[config.mk]
export PLATFORM = sky130hd
export DESIGN_NAME = lru_keyed_slot_cache
export DESIGN_NICKNAME = d
export VERILOG_FILES = /design/src/lksc_pkg.sv /design/src/lksc_datapath.sv /design/src/lksc_ctrl.sv /design/src/lru_keyed_slot_cache.sv
export SDC_FILE = /design/constraint.sdc
export NUM_CORES = 2
export LEC_CHECK = 0
export BUFFER_PORTS_ARGS = -buffer_cell sky130_fd_sc_hd__buf_4
export CELL_PAD_IN_SITES_DETAIL_PLACEMENT = 1
export CELL_PAD_IN_SITES_GLOBAL_PLACEMENT = 1
export CORE_AREA = 2 2 437 439
export CTS_CLUSTER_DIAMETER = 80
export DETAILED_ROUTE_END_ITERATION = 7
export DIE_AREA = 0 0 439 441
export PLACE_DENSITY = 0.55
export SLEW_MARGIN = 20
export SYNTH_ARGS = -nofsm -noshare
export SYNTH_HDL_FRONTEND = slang
export SYNTH_SLANG_ARGS = --single-unit
[constraint.sdc]
create_clock -name i_clk -period 6.02 [get_ports i_clk]
set_input_delay 0.301 -clock i_clk [delete_from_list [all_inputs] [get_ports i_clk]]
set_output_delay 0.301 -clock i_clk [all_outputs]
set_load 0.05 [all_outputs]
[src/lksc_pkg.sv]
// ----------------------------------------------------------------------------
// lksc_pkg: LRU keyed slot cache shared definitions
// Sizes, slot and count types, and the controller/datapath interface structs.
// ----------------------------------------------------------------------------
package lksc_pkg;

    localparam int ENTRIES    = 32;
    localparam int SLOT_W     = $clog2(ENTRIES);
    localparam int CNT_W      = $clog2(ENTRIES + 1);
    localparam int KEY_W      = 32;
    localparam int SLOT_OUT_W = 5;

    typedef logic [SLOT_W-1:0] t_slot;
    typedef logic [CNT_W-1:0]  t_cnt;
    typedef logic [KEY_W-1:0]  t_key;

    typedef struct packed {
        logic load;
        logic scan;
        logic finish_hit;
        logic finish_alloc;
        logic finish_evict;
        logic flush_step;
        logic flush_end;
    } t_dp_cmd;

    typedef struct packed {
        logic match;
        logic scan_end;
        logic full;
        logic flush_done;
    } t_dp_status;

endpackage

[src/lksc_datapath.sv]
// ----------------------------------------------------------------------------
// lksc_datapath: tag store, recency list and free queue
// Walks the recency list one entry a cycle against the tag memory, reorders
// the list, allocates and evicts slots, and returns slots on a flush.
// ----------------------------------------------------------------------------
module lksc_datapath (
    input  logic                                 i_clk,
    input  logic                                 i_rst_n,
    input  lksc_pkg::t_dp_cmd                    i_cmd,
    input  lksc_pkg::t_key                       i_key,
    output lksc_pkg::t_dp_status                 o_status,
    output logic                                 o_hit,
    output logic [lksc_pkg::SLOT_OUT_W-1:0]      o_slot,
    output logic                                 o_evicted_valid,
    output lksc_pkg::t_key                       o_evicted_key
);

    localparam int SUM_W = lksc_pkg::CNT_W + 1;

    lksc_pkg::t_key  r_tags [lksc_pkg::ENTRIES];
    lksc_pkg::t_slot r_rec  [lksc_pkg::ENTRIES];
    lksc_pkg::t_slot n_rec  [lksc_pkg::ENTRIES];
    lksc_pkg::t_slot r_fq   [lksc_pkg::ENTRIES];
    lksc_pkg::t_slot n_fq   [lksc_pkg::ENTRIES];

    lksc_pkg::t_key  r_key;
    lksc_pkg::t_cnt  r_used;
    lksc_pkg::t_slot r_head;
    lksc_pkg::t_cnt  r_idx;
    lksc_pkg::t_slot r_wr_ptr;
    logic            r_cmp_v;
    lksc_pkg::t_slot r_cmp_pos;
    lksc_pkg::t_slot r_cmp_slot;
    lksc_pkg::t_key  r_tag_q;
    lksc_pkg::t_key  r_ev_key;
    logic            r_hit;
    lksc_pkg::t_slot r_slot;
    logic            r_ev_valid;
    lksc_pkg::t_key  r_ev_key_out;

    lksc_pkg::t_slot rd_slot;
    logic            issue;
    lksc_pkg::t_cnt  free_cnt;
    logic [SUM_W-1:0] tail_sum;
    lksc_pkg::t_slot tail;
    lksc_pkg::t_slot head_inc;
    lksc_pkg::t_slot wr_ptr_inc;
    lksc_pkg::t_slot alloc_slot;
    lksc_pkg::t_slot mtt_slot;
    lksc_pkg::t_cnt  mtt_pos;
    lksc_pkg::t_cnt  last_pos;
    logic            mtt_en;
    logic            tag_we;
    lksc_pkg::t_slot tag_waddr;

    assign rd_slot    = r_rec[r_idx[lksc_pkg::SLOT_W-1:0]];
    assign issue      = i_cmd.scan && (r_idx != r_used);
    assign free_cnt   = lksc_pkg::CNT_W'(lksc_pkg::ENTRIES) - r_used;
    assign tail_sum   = SUM_W'(r_head) + SUM_W'(free_cnt);
    assign tail       = (tail_sum >= SUM_W'(lksc_pkg::ENTRIES))
                        ? lksc_pkg::SLOT_W'(tail_sum - SUM_W'(lksc_pkg::ENTRIES))
                        : lksc_pkg::SLOT_W'(tail_sum);
    assign head_inc   = (r_head == lksc_pkg::SLOT_W'(lksc_pkg::ENTRIES - 1))
                        ? '0 : r_head + 1'b1;
    assign wr_ptr_inc = (r_wr_ptr == lksc_pkg::SLOT_W'(lksc_pkg::ENTRIES - 1))
                        ? '0 : r_wr_ptr + 1'b1;
    assign alloc_slot = r_fq[r_head];
    assign mtt_en     = i_cmd.finish_hit || i_cmd.finish_evict;
    assign mtt_slot   = i_cmd.finish_hit ? r_cmp_slot : r_rec[0];
    assign mtt_pos    = i_cmd.finish_hit ? lksc_pkg::CNT_W'(r_cmp_pos) : '0;
    assign last_pos   = r_used - 1'b1;
    assign tag_we     = i_cmd.finish_alloc || i_cmd.finish_evict;
    assign tag_waddr  = i_cmd.finish_alloc ? alloc_slot : r_rec[0];

    always_comb begin
        for (int j = 0; j < lksc_pkg::ENTRIES; j++) begin
            n_rec[j] = r_rec[j];
            n_fq[j]  = r_fq[j];
        end
        if (mtt_en) begin
            for (int j = 0; j < lksc_pkg::ENTRIES - 1; j++) begin
                if ((lksc_pkg::CNT_W'(j) >= mtt_pos) &&
                    (lksc_pkg::CNT_W'(j + 1) < r_used)) begin
                    n_rec[j] = r_rec[j + 1];
                end
            end
            n_rec[last_pos[lksc_pkg::SLOT_W-1:0]] = mtt_slot;
        end
        if (i_cmd.finish_alloc) begin
            n_rec[r_used[lksc_pkg::SLOT_W-1:0]] = alloc_slot;
        end
        if (i_cmd.flush_step) begin
            n_fq[r_wr_ptr] = rd_slot;
        end
    end

    always_ff @(posedge i_clk) begin
        if (tag_we) begin
            r_tags[tag_waddr] <= r_key;
        end
        if (issue) begin
            r_tag_q <= r_tags[rd_slot];
        end
    end

    always_ff @(posedge i_clk) begin
        for (int j = 0; j < lksc_pkg::ENTRIES; j++) begin
            r_rec[j] <= n_rec[j];
        end
    end

    always_ff @(posedge i_clk) begin
        if (!i_rst_n) begin
            for (int j = 0; j < lksc_pkg::ENTRIES; j++) begin
                r_fq[j] <= lksc_pkg::SLOT_W'(j);
            end
            r_used  <= '0;
            r_head  <= '0;
            r_cmp_v <= 1'b0;
        end else begin
            for (int j = 0; j < lksc_pkg::ENTRIES; j++) begin
                r_fq[j] <= n_fq[j];
            end
            if (i_cmd.finish_alloc) begin
                r_used <= r_used + 1'b1;
                r_head <= head_inc;
            end else if (i_cmd.flush_end) begin
                r_used <= '0;
            end
            r_cmp_v <= issue;
        end
    end

    always_ff @(posedge i_clk) begin
        if (i_cmd.load) begin
            r_key    <= i_key;
            r_idx    <= '0;
            r_wr_ptr <= tail;
        end else if (issue) begin
            r_idx <= r_idx + 1'b1;
        end else if (i_cmd.flush_step) begin
            r_idx    <= r_idx + 1'b1;
            r_wr_ptr <= wr_ptr_inc;
        end
        if (issue) begin
            r_cmp_pos  <= r_idx[lksc_pkg::SLOT_W-1:0];
            r_cmp_slot <= rd_slot;
        end
        if (r_cmp_v && (r_cmp_pos == '0)) begin
            r_ev_key <= r_tag_q;
        end
    end

    always_ff @(posedge i_clk) begin
        if (i_cmd.finish_hit) begin
            r_hit        <= 1'b1;
            r_slot       <= r_cmp_slot;
            r_ev_valid   <= 1'b0;
            r_ev_key_out <= '0;
        end else if (i_cmd.finish_alloc) begin
            r_hit        <= 1'b0;
            r_slot       <= alloc_slot;
            r_ev_valid   <= 1'b0;
            r_ev_key_out <= '0;
        end else if (i_cmd.finish_evict) begin
            r_hit        <= 1'b0;
            r_slot       <= r_rec[0];
            r_ev_valid   <= 1'b1;
            r_ev_key_out <= r_ev_key;
        end else if (i_cmd.flush_end) begin
            r_hit        <= 1'b0;
            r_slot       <= '0;
            r_ev_valid   <= 1'b0;
            r_ev_key_out <= '0;
        end
    end

    assign o_status.match      = r_cmp_v && (r_tag_q == r_key);
    assign o_status.scan_end   = !r_cmp_v && (r_idx == r_used);
    assign o_status.full       = (r_used == lksc_pkg::CNT_W'(lksc_pkg::ENTRIES));
    assign o_status.flush_done = (r_idx == r_used);

    assign o_hit           = r_hit;
    assign o_slot          = lksc_pkg::SLOT_OUT_W'(r_slot);
    assign o_evicted_valid = r_ev_valid;
    assign o_evicted_key   = r_ev_key_out;

endmodule

[src/lksc_ctrl.sv]
// ----------------------------------------------------------------------------
// lksc_ctrl: LRU keyed slot cache controller
// Sequences the tag walk, the hit/allocate/evict update and the flush sweep.
// ----------------------------------------------------------------------------
module lksc_ctrl (
    input  logic                 i_clk,
    input  logic                 i_rst_n,
    input  logic                 i_start,
    input  logic                 i_func,
    input  lksc_pkg::t_dp_status i_status,
    output lksc_pkg::t_dp_cmd    o_cmd,
    output logic                 o_busy,
    output logic                 o_valid
);

    typedef enum logic [3:0] {
        S_IDLE  = 4'b0001,
        S_SCAN  = 4'b0010,
        S_FLUSH = 4'b0100,
        S_DONE  = 4'b1000
    } t_state;

    t_state r_state;
    t_state n_state;

    always_comb begin
        n_state = r_state;
        o_cmd   = '0;
        case (r_state)
            S_IDLE: begin
                if (i_start) begin
                    o_cmd.load = 1'b1;
                    n_state    = i_func ? S_FLUSH : S_SCAN;
                end
            end
            S_SCAN: begin
                if (i_status.match) begin
                    o_cmd.finish_hit = 1'b1;
                    n_state          = S_DONE;
                end else if (i_status.scan_end) begin
                    o_cmd.finish_evict = i_status.full;
                    o_cmd.finish_alloc = !i_status.full;
                    n_state            = S_DONE;
                end else begin
                    o_cmd.scan = 1'b1;
                end
            end
            S_FLUSH: begin
                if (i_status.flush_done) begin
                    o_cmd.flush_end = 1'b1;
                    n_state         = S_DONE;
                end else begin
                    o_cmd.flush_step = 1'b1;
                end
            end
            S_DONE: begin
                n_state = S_IDLE;
            end
            default: begin
                n_state = S_IDLE;
            end
        endcase
    end

    always_ff @(posedge i_clk) begin
        if (!i_rst_n) begin
            r_state <= S_IDLE;
        end else begin
            r_state <= n_state;
        end
    end

    assign o_busy  = (r_state != S_IDLE);
    assign o_valid = (r_state == S_DONE);

endmodule

[src/lru_keyed_slot_cache.sv]
// ----------------------------------------------------------------------------
// lru_keyed_slot_cache: fully associative LRU slot directory
// Lookup: walks the recency list one slot a cycle through the tag memory.
// Flush: returns the used slots to the free queue.
// One item at a time; the next item is taken the cycle after the result
// strobe, and results are never held off.
// Synchronous reset empties the directory and refills the free queue at once.
// ----------------------------------------------------------------------------
module lru_keyed_slot_cache (
    input  logic                            i_clk,
    input  logic                            i_rst_n,
    input  logic                            start,
    output logic                            busy,
    input  logic                            i_func,
    input  logic [lksc_pkg::KEY_W-1:0]      i_key,
    output logic                            o_valid,
    output logic                            o_hit,
    output logic [lksc_pkg::SLOT_OUT_W-1:0] o_slot,
    output logic                            o_evicted_valid,
    output logic [lksc_pkg::KEY_W-1:0]      o_evicted_key
);

    lksc_pkg::t_dp_cmd    cmd;
    lksc_pkg::t_dp_status status;

    lksc_ctrl u_ctrl (
        .i_clk    (i_clk),
        .i_rst_n  (i_rst_n),
        .i_start  (start),
        .i_func   (i_func),
        .i_status (status),
        .o_cmd    (cmd),
        .o_busy   (busy),
        .o_valid  (o_valid)
    );

    lksc_datapath u_datapath (
        .i_clk           (i_clk),
        .i_rst_n         (i_rst_n),
        .i_cmd           (cmd),
        .i_key           (i_key),
        .o_status        (status),
        .o_hit           (o_hit),
        .o_slot          (o_slot),
        .o_evicted_valid (o_evicted_valid),
        .o_evicted_key   (o_evicted_key)
    );

    a_accept_busy: assert property (@(posedge i_clk) disable iff (!i_rst_n)
        (start && !busy) |=> busy)
        else $error("accepted item did not raise busy");

    a_strobe_single: assert property (@(posedge i_clk) disable iff (!i_rst_n)
        o_valid |=> !o_valid)
        else $error("result strobe longer than one cycle");

    a_evict_not_hit: assert property (@(posedge i_clk) disable iff (!i_rst_n)
        (o_valid && o_evicted_valid) |-> !o_hit)
        else $error("eviction reported on a hit");

    a_evict_key_zero: assert property (@(posedge i_clk) disable iff (!i_rst_n)
        (o_valid && !o_evicted_valid) |-> (o_evicted_key == '0))
        else $error("evicted key nonzero without eviction");

endmodule

Word level (Yosys, flattened, before mapping)
Memory sizes are Yosys's and may differ from the RTL's. A register that Yosys moved wholly into a read port is not among the register bits.
Index checks and enable logic that the tools add are counted.

cells by class
  mux-type cells = 154
  equal/unequal tests = 15
  order comparisons = 69
  add/sub/neg operators = 8
  bitwise logic cells = 35
  reduce and logical (&&, ||, !) cells = 52

operator list
  operator                                                                            count
  5-bit 2-to-1 mux                                                                    114
  160-bit bitwise mux                                                                 3
  160-bit 2-to-1 mux                                                                  3
  5-bit by 6-bit < comparator with 1-bit output, first input constant                 16
  5-bit by 6-bit greater-or-equal comparator with 1-bit output, first input constant  15
  5-bit demux with 5-bit select                                                       3
  32-bit 2-to-1 mux                                                                   2
  4-bit by 6-bit greater-or-equal comparator with 1-bit output, first input constant  8
  4-bit by 6-bit < comparator with 1-bit output, first input constant                 8
  1-bit logical AND                                                                   38
  32-bit equality test                                                                1
  1-bit bitwise OR                                                                    32
  3-bit by 6-bit greater-or-equal comparator with 1-bit output, first input constant  4
  3-bit by 6-bit < comparator with 1-bit output, first input constant                 4
  6-bit 2-to-1 mux                                                                    4
  4-bit 2-to-1 mux                                                                    5
  6-bit greater-or-equal comparator, second input constant                            3
  6-bit by 1-bit < comparator with 1-bit output, second input constant                3
  5-bit inverter with 6-bit output                                                    3
  1-bit 2-to-1 mux                                                                    15
  6-bit by 1-bit adder with 6-bit output, second input constant                       2
  1-bit by 6-bit greater-or-equal comparator with 1-bit output, first input constant  2
  2-bit by 6-bit greater-or-equal comparator with 1-bit output, first input constant  2
  2-bit by 6-bit < comparator with 1-bit output, first input constant                 2
  other kinds (29)                                                                    41

storage, ports and cells
  memories kept = 3
  bits in registers = 140
  logic and storage cells = 350
  memory bits (writable) = 1344

memory list
  memory             depth  width  read ports  clocked after memory_dff  write ports  RTL line             source
  u_datapath.r_tags  32     32     1           1                         1            lksc_datapath.sv:20  lksc_pkg::t_key r_tags [lksc_pkg::ENTRIES];
  u_datapath.r_fq    32     5      33          1                         32           lksc_datapath.sv:23  lksc_pkg::t_slot r_fq [lksc_pkg::ENTRIES];
  u_datapath.r_rec   32     5      33          1                         32           lksc_datapath.sv:21  lksc_pkg::t_slot r_rec [lksc_pkg::ENTRIES];

Depth between registers and ports, before layout
  depth in word-level cells = 14
  depth in mapped cells = 15
  mapped depth without buffers = 10

By module
Synthesis repeated with hierarchy kept, for this count alone.

second synthesis, totals
  cells, all modules = 5456
  area total of the unflattened synthesis = 64095.2 µm²

by module, submodules not included
  module         times used  area each (µm²)  cells each
  lksc_datapath  1           63787.4          5421
  lksc_ctrl      1           307.8            35

Worst setup path before layout
OpenSTA, ideal clock, no wires.

  path kind = flip-flop to flip-flop
  start = reg u_datapath.r_used[1]
  end = mem u_datapath.r_tags[29][0] in the netlist's numbering (enable)
  buffers on the path = 4
  setup slack = 1.593 ns
  cell stages (with the launch flop) = 13
  data required time = 5.599 ns
  arrival = 4.005 ns
  cell sequence = dfxtp_1 -> clkbuf_1 -> inv_1 -> ha_1 -> clkbuf_1 -> nor2b_1 -> clkbuf_1 -> nand3_1 -> nand2_1 -> clkbuf_1 -> a21oi_1 -> or3_1 -> nor2_1

between the ends
  word-level cells in the longest chain between the ends = 8

ends and longest elaborated chain
  what                                                  RTL line                                    source
  start, declared                                       lksc_datapath.sv:27                         lksc_pkg::t_cnt r_used;
  start signal, assigned                                lksc_datapath.sv:125                        r_used <= r_used + 1'b1;
  6-bit equality test, on equally long branches         lksc_datapath.sv:180, lksc_datapath.sv:179
  1-bit zero test or 1-bit logical AND (tied branches)  lksc_ctrl.sv:42, lksc_datapath.sv:179
  2-bit 2-to-1 mux (*)                                  lksc_ctrl.sv:40                             end else if (i_status.scan_end) begin
  2-bit 2-to-1 mux (*)                                  lksc_ctrl.sv:37                             if (i_status.match) begin
  4-bit 2-to-1 mux (*)                                  lksc_ctrl.sv:29                             case (r_state)
  1-bit logical OR                                      lksc_datapath.sv:72                         assign tag_we = i_cmd.finish_alloc || i_cmd.finish_evict;
  1-bit 2-to-1 mux                                      lksc_datapath.sv:98                         if (tag_we) begin
  1-bit 2-to-1 mux (implied by the code)                lksc_datapath.sv:99                         r_tags[tag_waddr] <= r_key;
  end, declared                                         lksc_datapath.sv:20

Mark *: on every way between the ends. The rest lies on a longest branch, timed or not.

==> run summary <==
The worst pin sits at a relative slew slack of -14.5%. After clock tree synthesis, the clock-pin slew on the worst setup and hold paths is 60 ps. The run gives 143000 um as the final HPWL from detailed placement.

The sink count of the clock tree came out at 1526. The flow ran to the end, but the final reports show violations. After the last flow step, the layout net total stands at 5220.

The internal portion of the total power is 18.7 mW. The number of H-tree levels is 4. For this run, the number of Yosys warnings is 0. Detailed routing inserted a total of 44100 vias. Starting utilization of the core area: 34.8%.

Among all stages on the critical path, the largest delay is contributed by dfxtp_2. The signal on the critical path passes through buf_4 -> mux2i_1 -> a22oi_1 -> nand4_2 -> and4_4 -> inv_16 -> buf_12 -> buf_4 -> mux2i_1 -> mux2i_1 -> a32oi_1 -> a32oi_1. After detailed routing, the average wire length per cell comes to 29.3 um. The synthesized design contains 1140 enable-type register cells. The signal arrival time at the worst endpoint is 5480 ps. The detailed router finished its first iteration with 3584 violations. The clock period could shrink to 4940 ps.

The initial antenna violation count was 8. Routability-driven placement finished with a final weighted congestion of 0.839. Power spread over the standard cell area amounts to 346 mW/mm2. The cell count after placement was 7467; the number of cells on the critical path was 12.

The number of vias per cell came out at 5.64. For the global router's overall resource usage, the log shows 23.4%. The tools report the maximum operating frequency as 202 MHz. The share of total power in combinational logic came out at 16.5%. On the critical path the largest part of the delay comes from buffers and inverters. The logs give 74 for the max-slew violation total from the final report and 6560 ps for the required time reported for the critical path endpoint. For flop-to-flop paths, the worst setup slack is 1080 ps. Max-cap violations in this run came to 0. The kind of launch point of the worst setup path is a flop. The tools report the clock tree root buffer cell as clkbuf_16. In this run the worst path has a maximum fanout of 142.

Setup violations remaining at the end of the flow were counted as 0. The width of the die was 439 um. The path category of the worst min-delay check was in -> reg. The tools report the non-filler instance count after layout as 7822.

The most used flip-flop cell after synthesis was edfxtp_1. The leakage power figure is 25.6 nW, and the buffers plus inverters on the worst setup path is 4. The core region is 0.189 mm2.

Summed over all instances, the cell type with the most area after synthesis is edfxtp_1. Most frequent cell on the critical path: mux2i_1. In this run the power spent charging and discharging nets is 7.47 mW. The count of boundary I/O pins is 77, and the number of core rows is 160. The number of global-route vias before repair was 45500; the maximum count of clock buffers along a single path was 3. The area share of the largest cell type after synthesis was 52.0%. Counting flops with an async set or reset pin after synthesis yields a share of 0%.

The worst register-to-register path ends at u_datapath.r_tag_q[1]. TritonCTS built the clock tree. The worst setup path is captured at a flop. In the final layout, the share of cells above drive strength 1 is 14.2%. The fraction of power spent switching nets is 28.5%. The clock arrives with 65.2 ps of skew.

Relative to the synthesized area, the layout overhead comes to 15.1%. The largest vdd supply drop is 0.606 mV, and the hold-critical path depth is 2. The final reports fail on max-slew violations. In this design, the stage delay of the slowest critical-path cell is 980 ps. The later pin in the worst-skew pair is clocked with a latency of 860 ps. The cell area that synthesis handed to floorplanning was 0.0658 mm2. The synthesized netlist cell count is 5057. The final-report hold violation count is 0. Setup repair after global routing left no endpoint under its margin. The worst setup path category is reg -> reg. The die covers 0.194 mm2.

The most common cell in the netlist was edfxtp_1. For the pin with the worst max-slew slack, the measured transition is 1720 ps. Yosys attributes the largest share of cell area to edfxtp_1 (52%), dfxtp_1 (12%), mux2i_1 (8.4%), nand2_1 (3.8%), mux4_2 (2.8%). The vertical die dimension was 441 um.

The first TritonRoute pass finished after 5 iterations. The remaining number of nets flagged by the antenna check after routing is 0. The total grt overflow was 0. The number of nets handed over by synthesis was 5110.

Per report_power, the sequential group accounts for 44.0% of the total. The critical path ends at u_datapath.r_tag_q[1]. Sequential cells were found to cover 63.8% of the synthesized design area.

The logic depth of the worst register-to-register path was 12. Summed over all layers, the routed wires come to 229000 um. The number of library cell types mapped by synthesis is 94. Entering global routing, the biggest net connects 177 pins.

By count the netlist is led by edfxtp_1 (1140), nand2_1 (660), mux2i_1 (553). The number of buffers added by the clock tree synthesis step is 172, and the power share of the clock group is 39.6%. Once the clock tree was built, the setup fixing pass inserted 0 buffers. The remaining design rule violation count is 0, and the portion of the clock cycle consumed by the worst path in the final layout is 82.1%.

The average instance area after synthesis was 13.0 um2. The count of input and output buffers works out to 76. The first global-routing pass estimated 330000 um of wire.

Summed over all failing endpoints, the final setup total negative slack is 0 ps. The number of synthesized register bits works out to 1526.
==> power by group through the flow <==
stage	Sequential (mW)	Combinational [mW]	Clock [mW]
after floorplan	11.8	2.90	0
final	11.5	4.32	10.4
after global routing	11.5	4.62	11.0
after global placement	11.8	4.28	0
after detailed placement	11.8	4.33	0
after CTS	11.5	4.37	10.6
==> through the flow <==
stage                     hold slack (ps)  cell area [um2]  setup WS [ps]  utilization [%]  power (mW)
final                                 163            75700           1080             40.0        26.2
after detailed placement              449            69700           1060             36.9        16.1
after floorplan                       400            65800           1590                -        14.7
after global routing                  133            75700            877             40.0        27.2
after global placement                445            69700           1100             36.9        16.0
after CTS                            95.9            75700           1040             40.0        26.5
==> worst reg2reg max path, stage by stage (launching register included) <==
cell     delay (ps)
dfxtp_2         980
buf_4           330
mux2i_1         100
a22oi_1         220
nand4_2         510
and4_4          450
inv_16          470
buf_12          650
buf_4           270
mux2i_1         200
mux2i_1         100
a32oi_1         230
a32oi_1         140
==> placed cells by master (no fill, tap or decap), drive strengths merged, types with 33 or more instances in the layout <==
master	count
a21oi	135
a221oi	33
a22o	57
a22oi	55
a31oi	63
a32oi	93
buf	261
clkbuf	237
clkinv	63
dfxtp	386
dlygate4sd3	35
edfxtp	1140
inv	50
mux2	62
mux2i	556
mux4	85
nand2	661
nand3	285
nor2	235
nor2b	51
o211ai	64
o21ai	157
o22ai	76
xnor2	44
==> area by class of cell <==
| cell class | instances | area [um2] |
|---|---|---|
| Fill cell | 19600 | 113000 |
| Sequential cell | 1526 | 42000 |
| Timing Repair Buffer | 296 | 2570 |
| Inverter | 46 | 203 |
| Antenna cell | 2 | 5.00 |
| Tap cell | 2511 | 3140 |
| Clock buffer | 237 | 4730 |
| Multi-Input combinational cell | 3125 | 22300 |
| Clock inverter | 79 | 825 |
==> per-layer routing <==
layer / wire, um / part of all wire, % / GRT usage [%] / vias up
li1: - / - / - / 19500
met1: 98900 / 43 / 30.5 / 23100
met2: 111000 / 49 / 39.6 / 1112
met3: 10500 / 4.6 / 3.41 / 349
met4: 8380 / 3.7 / 8.46 / 0
met5: 0 / 0 / 0 / -
==> how the worst min path moves through the flow <==
stage	start	end	slack, ps
after floorplan	i_key[0]	u_datapath.r_key[0]	400
after global placement	u_datapath.r_fq[31][2]	u_datapath.r_fq[31][2]	450
after detailed placement	u_datapath.o_hit	u_datapath.o_hit	450
after CTS	i_key[6]	u_datapath.r_key[6]	100
after global routing	i_key[8]	u_datapath.r_key[8]	130
final	i_key[8]	u_datapath.r_key[8]	160
==> registers in the layout (all words and copies together) (netlist names), 6 cells and up, named ones only <==
| signal | flops |
|---|---|
| u_datapath.r_tags | 1024 |
| u_datapath.r_fq | 160 |
| u_datapath.r_rec | 160 |
| u_datapath.o_evicted_key | 32 |
| u_datapath.r_ev_key | 32 |
| u_datapath.r_key | 32 |
| u_datapath.r_tag_q | 32 |
| u_datapath.r_idx | 6 |
| u_datapath.r_used | 6 |
==> kinds of logic after synthesis <==
| group | Yosys count | share of synthesized area (%) |
|---|---|---|
| flip-flops | 1526 | 63.8 |
| AND/OR/NAND/NOR | 1402 | 9.53 |
| AO/OA/AOI/OAI | 951 | 10.2 |
| multiplexers | 703 | 12.5 |
| buffers and inverters | 406 | 3.00 |
| XOR/XNOR | 52 | 0.692 |
| adder cells (fa/ha/maj) | 17 | 0.335 |
==> what timing repair did <==
item / CTS / global route
gates resized for setup: 0 / 0
hold buffers: 35 / 0
hold endpoints to repair: 88 / 0
Power figures use the tool's default switching activity.
